<file path="src/rtl/tspf_pkg.sv">
// tspf_pkg: shared widths, constants and types for the two-sum pair finder
// no dependencies; used by tspf_hash and two_sum_pair_finder
package tspf_pkg;

    localparam int MAX_LENGTH_DEF  = 1024;
    localparam int TABLE_SLOTS_DEF = 2048;

    localparam int VALUE_W = 32;
    localparam int POS_W   = 11;
    localparam int EPOCH_W = 8;

    localparam logic [31:0] HASH_MULT = 32'h9E37_79B1;
    localparam int          HASH_LAT  = 4;
    localparam int          HCNT_W    = 3;

    typedef struct packed {
        logic [EPOCH_W-1:0] tag;
        logic [POS_W-1:0]   pos;
        logic [VALUE_W-1:0] value;
    } slot_t;

    typedef enum logic [6:0] {
        ST_CLEAR   = 7'b0000001,
        ST_IDLE    = 7'b0000010,
        ST_HASH    = 7'b0000100,
        ST_PROBE_A = 7'b0001000,
        ST_PROBE_B = 7'b0010000,
        ST_FINISH  = 7'b0100000,
        ST_SPARE   = 7'b1000000
    } state_t;

endpackage

</file>
<file path="src/rtl/tspf_hash.sv">
// tspf_hash: four-stage pipelined home-slot hash (multiply, xor-shift, mod table size)
// depends on tspf_pkg; modulo uses a reciprocal multiply and one correction step
module tspf_hash
    import tspf_pkg::*;
#(
    parameter int TABLE_SLOTS = TABLE_SLOTS_DEF,
    parameter int SLOT_W      = $clog2(TABLE_SLOTS)
) (
    input  logic               aclk,
    input  logic [VALUE_W-1:0] key,
    output logic [SLOT_W-1:0]  home
);

    localparam logic [31:0]     RECIP = 32'((64'd1 << 32) / TABLE_SLOTS);
    localparam logic [SLOT_W:0] TS    = (SLOT_W + 1)'(TABLE_SLOTS);

    logic [31:0]        k1_reg, k1_next;
    logic [31:0]        k2_reg, k2_next;
    logic [31:0]        q_reg, q_next;
    logic [31:0]        k3_reg;
    logic [31:0]        qt_reg, qt_next;
    logic [SLOT_W-1:0]  home_reg, home_next;
    logic [63:0]        recip_prod;
    logic [32+SLOT_W:0] qt_full;
    logic [31:0]        diff;
    logic [SLOT_W:0]    rem;

    assign k1_next    = key * HASH_MULT;
    assign k2_next    = k1_reg ^ (k1_reg >> 16);
    assign recip_prod = {32'd0, k2_next} * {32'd0, RECIP};
    assign q_next     = recip_prod[63:32];
    assign qt_full    = {{(SLOT_W + 1){1'b0}}, q_reg} * {32'd0, TS};
    assign qt_next    = qt_full[31:0];
    assign diff       = k3_reg - qt_reg;
    assign rem        = diff[SLOT_W:0];
    assign home_next  = (rem >= TS) ? SLOT_W'(rem - TS) : rem[SLOT_W-1:0];

    always_ff @(posedge aclk) begin
        k1_reg   <= k1_next;
        k2_reg   <= k2_next;
        q_reg    <= q_next;
        k3_reg   <= k2_reg;
        qt_reg   <= qt_next;
        home_reg <= home_next;
    end

    assign home = home_reg;

endmodule

</file>
<file path="config.mk">
export PLATFORM = sky130hd
export DESIGN_NAME = tspf_hash
export DESIGN_NICKNAME = d
export VERILOG_FILES = /design/src/rtl/tspf_pkg.sv /design/src/rtl/tspf_hash.sv
export SDC_FILE = /design/constraint.sdc
export NUM_CORES = 1
export LEC_CHECK = 0
export BUFFER_PORTS_ARGS = -buffer_cell sky130_fd_sc_hd__buf_2
export CAP_MARGIN = 20
export CORE_ASPECT_RATIO = 1.1
export CORE_MARGIN = 5
export CORE_UTILIZATION = 60
export CTS_CLUSTER_SIZE = 14
export DETAILED_ROUTE_END_ITERATION = 10
export HOLD_SLACK_MARGIN = 0.05
export PLACE_DENSITY = 0.79
export SLEW_MARGIN = 20
export SYNTH_ARGS = -nofsm -noshare
export SYNTH_HDL_FRONTEND = slang
export SYNTH_SLANG_ARGS = --single-unit
</file>
<file path="constraint.sdc">
create_clock -name aclk -period 7 [get_ports aclk]
set_input_delay 1.05 -clock aclk [delete_from_list [all_inputs] [get_ports aclk]]
set_output_delay 1.05 -clock aclk [all_outputs]
set_load 0.005 [all_outputs]
</file>
==> summary.txt, run 1 <==
Run status
  • Status: completed

Synth
  • Synth Register Bits: 55
  • Avg Cell Area, Syn: 10.04 µm²
  • Sequential share of the synthesized area: 14.98%
  • Syn Nets: 1015
  • Unique masters post-synth: 35
  • Mapped cell area: 0.007348 mm²
  • Cells after Synth: 732
  • Ys flop type: dfxtp_1
  • Post-synth EDFFs: 0
  • Yosys warns: 0
  • Async set-or-reset flop fraction in the synthesized netlist: 0%

Routing
  • DRT iter0 DRCs: 203
  • Via count: 4720
  • DRC viols: 0
  • Vias per cell: 5.059
  • Detailed Routing Iterations Pass 1: 4
  • Number of routed nets with antenna violations: 0
  • DR WL/cell: 15.56 µm
  • Routed WL: 14.51 mm

Clock tree
  • CTS tree: built
  • H-tree Lvls: 2
  • Total CTS buffers: 5
  • Cts hold-fix bufs: 0
  • Clock tree sinks: 55
  • Worst-path clk slew: 0.06 ns
  • Setup Buffers After CTS: 0
  • Worst-Skew Late Latency: 0.28 ns
  • Deepest clock path buffer count: 2
  • Cts repair resizes: 0
  • Clock root cell: clkbuf_16

Cells and area
  • Most frequent cells in the layout: inv_1 (260), ha_1 (127), fa_1 (123), dfxtp_1 (55), buf_2 (38)
  • Layout cells sized above 1: 7.317%
  • Layout Nets: 1061
  • Area growth syn-to-layout: 7.288%
  • Commonest non-fill, non-tap cell in the layout: inv_1
  • Fill count: 964
  • ANT cells: 0
  • Max reg flops: 22

Setup path
  • CP Launch Type: input pin
  • Arr. time, crit path: 6.43 ns
  • CP Data Required Time: 7.21 ns
  • CP Max Fanout: 6
  • CP endpoint kind: flop
  • Setup CP Type: in -> reg

Floorplan
  • Chip Height: 126.1 µm
  • CORE AREA: 0.01203 mm²
  • Initial Util: 61.06%
  • FP Rows: 42
  • Width of the chip: 115.5 µm
  • Ports: 44
  • DIE AREA: 0.01456 mm²

STA
  • Final setup viols: 0
  • F_max: 160.7 MHz
  • Worst slew margin: 62.93%
  • Clock skew: 0.003107 ns
  • Fin crit share: 88.91%
  • Final Max Tran Viols: 0
  • Post-Route Setup TNS: 0 ns
  • Hold Vio Cnt, Final: 0
  • Unrepaired setup endpoints after global routing: no
  • Min Clock Period, post-route: 6.224 ns
  • Worst-margin pin slew: 0.5542 ns

Flow run
  • # Max-Cap Violations: 0

Placement
  • HPWL after detailed placement: 13.39 mm
  • Gpl congestion: 0.9238
  • Port bufs: 38

Global route
  • Initial antenna violation count: 0
  • First-pass GRT wire length: 24.57 mm
  • Overall routing resource usage: 21.59%
  • Number of global-route vias before repair: 5288
  • Largest net degree at the start of global routing: 18
  • Gr ovfl total: 0

Worst hold path
  • Hold crit path type: reg -> reg
-- synth_stat cells (2+ instances only) --
library cell,instances,area (µm²)
inv_1,260,975.9
ha_1,127,1589
fa_1,123,2462
dfxtp_1,55,1101
xnor2_1,37,324.1
xor2_1,30,262.8
a21oi_1,17,85.08
nand2_1,10,37.54
o21ai_0,10,50.05
a21o_1,8,60.06
nor2_1,8,30.03
nand3_1,6,30.03
o21a_1,6,45.04
or2_2,4,25.02
a31oi_1,3,18.77
and2_1,3,18.77
nand2b_1,3,18.77
o211ai_1,3,22.52
a22oi_1,2,15.01
o21bai_1,2,15.01
-- layout make-up --
class | instances | area (µm²) | share of cell area, %
clock buffer | 5 | 125.1 | 1.587
clock inverter | 3 | 20.02 | 0.2539
inverter | 260 | 975.9 | 12.38
multi-input combinational | 417 | 5271 | 66.86
sequential | 55 | 1101 | 13.97
tap | 154 | 192.7 | 2.444
timing repair buffer | 39 | 197.7 | 2.508
-- critical path, stage by stage --
cell     delay [ns]
buf_2          0.19
inv_1          0.12
fa_1           0.55
inv_1          0.06
fa_1           0.54
inv_1          0.06
fa_1           0.54
inv_1          0.05
ha_1           0.34
fa_1           0.53
fa_1           0.55
inv_1          0.06
fa_1           0.53
inv_1          0.04
ha_1           0.38
inv_1          0.08
o21ai_0        0.08
a21oi_1        0.22
nand2_1        0.07
o21ai_0        0.24
xnor2_1        0.16
-- metal layers --
layer / GRT usage [%] / wire [µm] / vias to the layer above
li1: - / - / 2265
met1: 26.08 / 5786 / 2303
met2: 40.22 / 7738 / 127
met3: 1.200 / 566 / 25
met4: 7.459 / 422 / 0
met5: 0 / 0 / -
-- stage by stage --
stage / hold slack (ns) / util, % / cell area (µm²) / std cells / setup slack [ns]
after detailed placement: 0.3121 / 64.31 / 7739 / 925 / 0.4702
after floorplan: 0.3096 / - / 7348 / 732 / 1.171
after CTS: 0.3232 / 65.51 / 7884 / 933 / 0.7572
after global placement: 0.3107 / 64.31 / 7739 / 925 / 0.5891
final: 0.3248 / 65.51 / 7884 / 933 / 0.7763
after global routing: 0.3351 / 65.51 / 7884 / 933 / 0.5959
-- path summary, 6_finish.rpt --
check,startpoint,endpoint,slack [ns],cells past startpoint
setup reg to reg,k1_reg[26],k2_reg[10],6.40,1
hold reg to reg,k2_reg[6],k3_reg[6],0.32,0
hold / removal,k2_reg[6],k3_reg[6],0.32,0
setup / recovery,key[6],k1_reg[26],0.78,21
-- cells by family (layout without fill, tap and decap cells) --
family	after synthesis	after routing	share of synthesized area (%)
and+or+nand+nor	39	39	2.605
adders and majority gates	250	250	55.13
xor gates and xnor gates	68	68	8.207
DFF	55	55	14.98
AOI/OAI and AO/OA	60	60	5.789
buffers and inverters	260	307	13.28
Power of run 1 is left out: the tool's default activity adds up to more than one toggle a clock period on the data nets, which glitch-free logic cannot reach.
==> run 2: changes to the inputs <==
Settings changed: GPL_TIMING_DRIVEN set to 0.
Clock period 7 ns to 6 ns, I/O delays scaled along.
==> run 2 against run 1 <==
Net effect:
- count of clock-buffer cells in the layout increased by 1
- die area unchanged
- cell count decreased by 0.21%
- utilization increased by 0.57 points
- via count increased by 0.91%
- first-iteration DRC count increased by 28%
==> summary.txt, run 2 (synthesis results as in run 1) <==
Routing
  • Routed WL: 14.61 mm (+0.66%)
  • Via count: 4763 (+0.91%)
  • DRC viols: 0 (unchanged)
  • Detailed Routing Iterations Pass 1: 4 (unchanged)
  • DRT iter0 DRCs: 260 (+28%)
  • Vias per cell: 5.116 (+1.1%)
  • DR WL/cell: 15.69 µm (+0.88%)
  • Number of routed nets with antenna violations: 0 (unchanged)

Setup path
  • CP endpoint kind: flop
  • Arr. time, crit path: 6.03 ns (-0.40 ns)
  • CP Launch Type: input pin
  • CP max stage delay: 0.59 ns (+0.04 ns)
  • CP Max Fanout: 6 (unchanged)
  • Critical path, cell by cell: clkbuf_4 -> inv_1 -> fa_1 -> inv_1 -> fa_1 -> inv_1 -> fa_1 -> fa_1 -> fa_2 -> fa_1 -> fa_1 -> xor2_1 -> xnor2_1 -> xnor2_1 -> xnor2_1 -> xnor2_2 -> xnor2_1
  • CP max-delay cell: fa_1
  • CP Data Required Time: 6.20 ns (-1.01 ns)
  • Critical Path Most Common Cell: fa_1
  • Setup CP Type: in -> reg
  • Delay-heaviest family, CP: adder cells
  • Buf/Inv on CP: 4 (-4)

Placement
  • Port bufs: 38 (unchanged)
  • Gpl congestion: 0.9350 (+1.2%)
  • HPWL after detailed placement: 13.35 mm (-0.36%)

Global route
  • Number of global-route vias before repair: 5363 (+1.4%)
  • Gr ovfl total: 0 (unchanged)
  • Initial antenna violation count: 0 (unchanged)
  • First-pass GRT wire length: 25.23 mm (+2.7%)
  • Largest net degree at the start of global routing: 16 (-2)
  • Overall routing resource usage: 21.84% (+0.25 points)

Clock tree
  • Deepest clock path buffer count: 2 (unchanged)
  • Setup Buffers After CTS: 0 (unchanged)
  • Worst-path clk slew: 0.06 ns (about the same)
  • H-tree Lvls: 2 (unchanged)
  • Clock tree sinks: 55 (unchanged)
  • Total CTS buffers: 5 (unchanged)
  • Worst-Skew Late Latency: 0.28 ns (about the same)
  • CTS tree: built
  • Clock root cell: clkbuf_16
  • Cts hold-fix bufs: 0 (unchanged)

Cells and area
  • Util after Layout: 66.08% (+0.57 points)
  • Max reg flops: 22 (unchanged)
  • Commonest non-fill, non-tap cell in the layout: inv_1
  • Layout Nets: 1060 (-0.094%)
  • Area growth syn-to-layout: 8.224%
  • Layout cells sized above 1: 9.395% (+2.1 points)
  • Most frequent cells in the layout: inv_1 (258), fa_1 (121), ha_1 (118), dfxtp_1 (55), xnor2_1 (36)
  • ANT cells: 0 (unchanged)

STA
  • Worst-margin pin slew: 0.4973 ns (-0.05693 ns)
  • Worst hold slack: 0.3234 ns (-0.001471 ns)
  • Worst slew margin: 66.74% (+3.8 points)
  • Hold Vio Cnt, Final: 0 (unchanged)
  • Final setup viols: 0 (unchanged)
  • F_max: 171.4 MHz
  • Unrepaired setup endpoints after global routing: yes
  • Min Clock Period, post-route: 5.834 ns
  • Final Max Tran Viols: 0 (unchanged)
  • Fin crit share: 97.24%
  • Clock skew: 0.003029 ns (-0.00007799 ns)

Floorplan
  • CORE AREA: 0.01203 mm² (unchanged)
  • Ports: 44 (unchanged)
  • Width of the chip: 115.5 µm (unchanged)
  • DIE AREA: 0.01456 mm² (unchanged)
  • Chip Height: 126.1 µm (unchanged)
  • FP Rows: 42 (unchanged)
  • Initial Util: 61.06% (unchanged)

Run status
  • Status: completed

Flow run
  • # Max-Cap Violations: 0 (unchanged)

Worst hold path
  • Hold crit path type: reg -> reg
## run 2: cell count changes in the layout (fill, tap and decap cells not counted), moves of 2 or more
cell,delta
buf_2,-3
inv_1,-2
ha_2,+8
clkinvlp_4,-2
ha_1,-9
fa_2,+2
o21ai_1,+2
fa_1,-2
o21ai_0,-3
clkbuf_4,+2
inv_2,+2
## run 2: routing by layer
metal  GRT usage [%]  part of all wire, %  wire (µm)  vias to the layer above
met5               0                    0          0                        -
met4           11.19                  5.1        739                        0
met3           1.008                  4.5        653                       45
met2           37.67                   51       7482                      128
met1           27.64                   39       5733                     2337
li1                -                    -          -                     2253
## run 2: area by class of cell
class	count	area, µm²
multi-input cells	417	5341
inverters	260	975.9
flip-flops and latches	55	1101
repair buffers	38	197.7
clock inverters	1	5.005
well taps	154	192.7
fillers	918	4081
clock buffers	6	138.9
## run 2: path summary, 6_finish.rpt
kind / end / slack [ns] / cells past startpoint / start
min reg2reg: k3_reg[9] / 0.32 / 0 / k2_reg[9]
max: k1_reg[26] / 0.17 / 17 / key[6]
min: k3_reg[9] / 0.32 / 0 / k2_reg[9]
max reg2reg: k2_reg[9] / 5.40 / 1 / k1_reg[25]
## run 2: per-stage QoR
stage / instance area (µm²) / setup TNS (ns) / worst slack, ns / std cells
after global routing: 7953 / -0.03149 / -0.02591 / 931
after detailed placement: 7731 / -1.513 / -0.4593 / 924
after global placement: 7731 / -1.110 / -0.3698 / 924
final: 7953 / 0 / 0.1657 / 931
after CTS: 7881 / 0 / 0.01525 / 931
after floorplan: 7348 / 0 / 0.3211 / 732
## run 2: timing repair
item / 4_1_cts / 5_1_grt
hold endpoints to repair: 0 / 0
cloned: 0 / 0
pin swaps: 0 / 6
gates resized for setup: 3 / 23
setup endpoints to repair: 1 / 7
Power of run 2 is left out for the same reason.
==> run 3: changes to the inputs <==
Settings changed: CORE_UTILIZATION 60 to 46, PLACE_DENSITY 0.79 to unset.
==> run 3 against run 2 <==
Net effect:
- wire length is 3.1% higher
- non-clock buffer count is the same
- global-route usage fell by 4.7 points
- highest routed layer unchanged
- critical endpoint unchanged
- die area increased by 28%
- fmax grew 0.26%
- flip-flop and latch count is the same
- first-iteration DRC count down 43%
- clock skew barely moved
- largest cell class unchanged
- utilization is 15 points lower
- via count fell by 2.8%
==> summary.txt, run 3 (synthesis results as in run 1) <==
Cells and area
  • Layout cells sized above 1: 9.512% (+0.12 points)
  • ANT cells: 0 (unchanged)
  • Max reg flops: 22 (unchanged)
  • Commonest non-fill, non-tap cell in the layout: inv_1
  • Area growth syn-to-layout: 9.518%
  • Layout Nets: 1060 (unchanged)
  • Most frequent cells in the layout: inv_1 (259), fa_1 (120), ha_1 (118), dfxtp_1 (55), xnor2_1 (36)
  • Fill count: 1481 (+61%)

Clock tree
  • Deepest clock path buffer count: 2 (unchanged)
  • Setup Buffers After CTS: 0 (unchanged)
  • Total CTS buffers: 5 (unchanged)
  • Worst-Skew Late Latency: 0.28 ns (about the same)
  • H-tree Lvls: 2 (unchanged)
  • CTS tree: built
  • Clock root cell: clkbuf_16
  • Clock tree sinks: 55 (unchanged)
  • Worst-path clk slew: 0.06 ns (about the same)

Placement
  • Port bufs: 38 (unchanged)
  • HPWL after detailed placement: 13.86 mm (+3.9%)
  • Gpl congestion: 0.9406 (+0.60%)

Global route
  • Number of global-route vias before repair: 5100 (-4.9%)
  • Initial antenna violation count: 0 (unchanged)
  • Gr ovfl total: 0 (unchanged)
  • Largest net degree at the start of global routing: 17 (+1)
  • First-pass GRT wire length: 24.73 mm (-2.0%)
  • Overall routing resource usage: 17.18% (-4.7 points)

STA
  • Final Max Tran Viols: 0 (unchanged)
  • Unrepaired setup endpoints after global routing: no
  • Min Clock Period, post-route: 5.819 ns (-0.01486 ns)
  • Worst-margin pin slew: 0.5639 ns (+0.06661 ns)
  • Fin crit share: 96.99% (-0.25 points)
  • Post-Route Setup TNS: 0 ns (unchanged)
  • Final setup viols: 0 (unchanged)
  • Clock skew: 0.003033 ns (+0.000004520 ns)
  • Hold Vio Cnt, Final: 0 (unchanged)
  • F_max: 171.8 MHz (+0.26%)
  • Worst slew margin: 62.28% (-4.5 points)

Routing
  • Number of routed nets with antenna violations: 0 (unchanged)
  • DR WL/cell: 15.40 µm (-1.9%)
  • Vias per cell: 4.732 (-7.5%)
  • Routed WL: 15.06 mm (+3.1%)
  • DRT iter0 DRCs: 149 (-43%)
  • Detailed Routing Iterations Pass 1: 4 (unchanged)
  • DRC viols: 0 (unchanged)
  • Via count: 4628 (-2.8%)

Floorplan
  • DIE AREA: 0.01861 mm² (+28%)
  • Chip Height: 142.6 µm (+13%)
  • Ports: 44 (unchanged)
  • Initial Util: 46.88% (-14 points)
  • FP Rows: 48 (+14%)
  • Width of the chip: 130.5 µm (+13%)
  • CORE AREA: 0.01568 mm² (+30%)

Setup path
  • Arr. time, crit path: 6.02 ns (about the same)
  • Critical path, cell by cell: buf_4 -> inv_1 -> fa_1 -> inv_1 -> fa_1 -> inv_1 -> fa_2 -> fa_1 -> fa_2 -> fa_1 -> fa_1 -> xor2_1 -> xnor2_1 -> xnor2_1 -> xnor2_1 -> xnor2_2 -> xnor2_1
  • CP max-delay cell: fa_2
  • Buf/Inv on CP: 4 (unchanged)
  • CP endpoint kind: flop
  • RR Startpoint: k1_reg[25]
  • CP Max Fanout: 6 (unchanged)
  • R2r worst-path depth: 1 (unchanged)
  • CP max stage delay: 0.59 ns (about the same)
  • Setup CP Type: in -> reg
  • Critical R2R Capture: k2_reg[9]
  • Flop2flop setup slack: 5.41 ns (about the same)
  • CP Launch Type: input pin
  • Delay-heaviest family, CP: adder cells
  • CP Data Required Time: 6.20 ns (about the same)
  • Critical Path Most Common Cell: fa_1

Worst hold path
  • Hold Crit Start: k2_reg[4]
  • Min-Delay Endpoint: k3_reg[4]
  • Hold Path Depth: 0 (unchanged)
  • Hold crit path type: reg -> reg

Flow run
  • # Max-Cap Violations: 0 (unchanged)

Run status
  • Status: completed
==> run 3: worst max-delay path by stage <==
stage / startpoint / end / slack, ns / cells past startpoint
after global placement: key[5] / k1_reg[26] / -0.47 / 19
after CTS: key[7] / k1_reg[26] / 0.005 / 21
after floorplan: key[6] / k1_reg[26] / 0.32 / 20
final: key[6] / k1_reg[26] / 0.18 / 17
after detailed placement: key[5] / k1_reg[26] / -0.49 / 19
after global routing: key[0] / k1_reg[24] / 0.002 / 21
==> run 3: layer usage <==
layer,up-vias,track usage (%),part of all wire [%]
met3,23,1.014,2.3
met4,0,5.631,2.8
li1,2249,-,-
met5,-,0,0
met2,85,31.74,52
met1,2271,21.17,43
==> run 3: metrics by stage <==
step	hold slack, ns	instances	utilization [%]	area, µm²	setup slack (ns)
2_1_floorplan	0.3096	732	-	7348	0.3211
3_3_place_gp	0.3098	970	49.69	7789	-0.4661
3_5_place_dp	0.3121	970	49.69	7789	-0.4949
4_1_cts	0.3277	978	50.92	7981	0.004901
5_1_grt	0.3333	978	51.34	8048	0.002189
6_report	0.3262	978	51.34	8048	0.1806
==> run 3: cell type report <==
type	instances	area, µm²	area share (%)
clock buffer	6	138.9	1.726
clock inverter	2	35.03	0.4353
inverter	260	975.9	12.13
multi-input combinational	417	5349	66.46
sequential	55	1101	13.68
tap	200	250.2	3.109
timing repair buffer	38	197.7	2.456
==> run 3: what timing repair did <==
item,in CTS,in global routing
resized for setup,6,18
hold buffers,0,0
pin swaps,1,7
setup endpoints to repair,3,6
Power of run 3 is left out for the same reason.
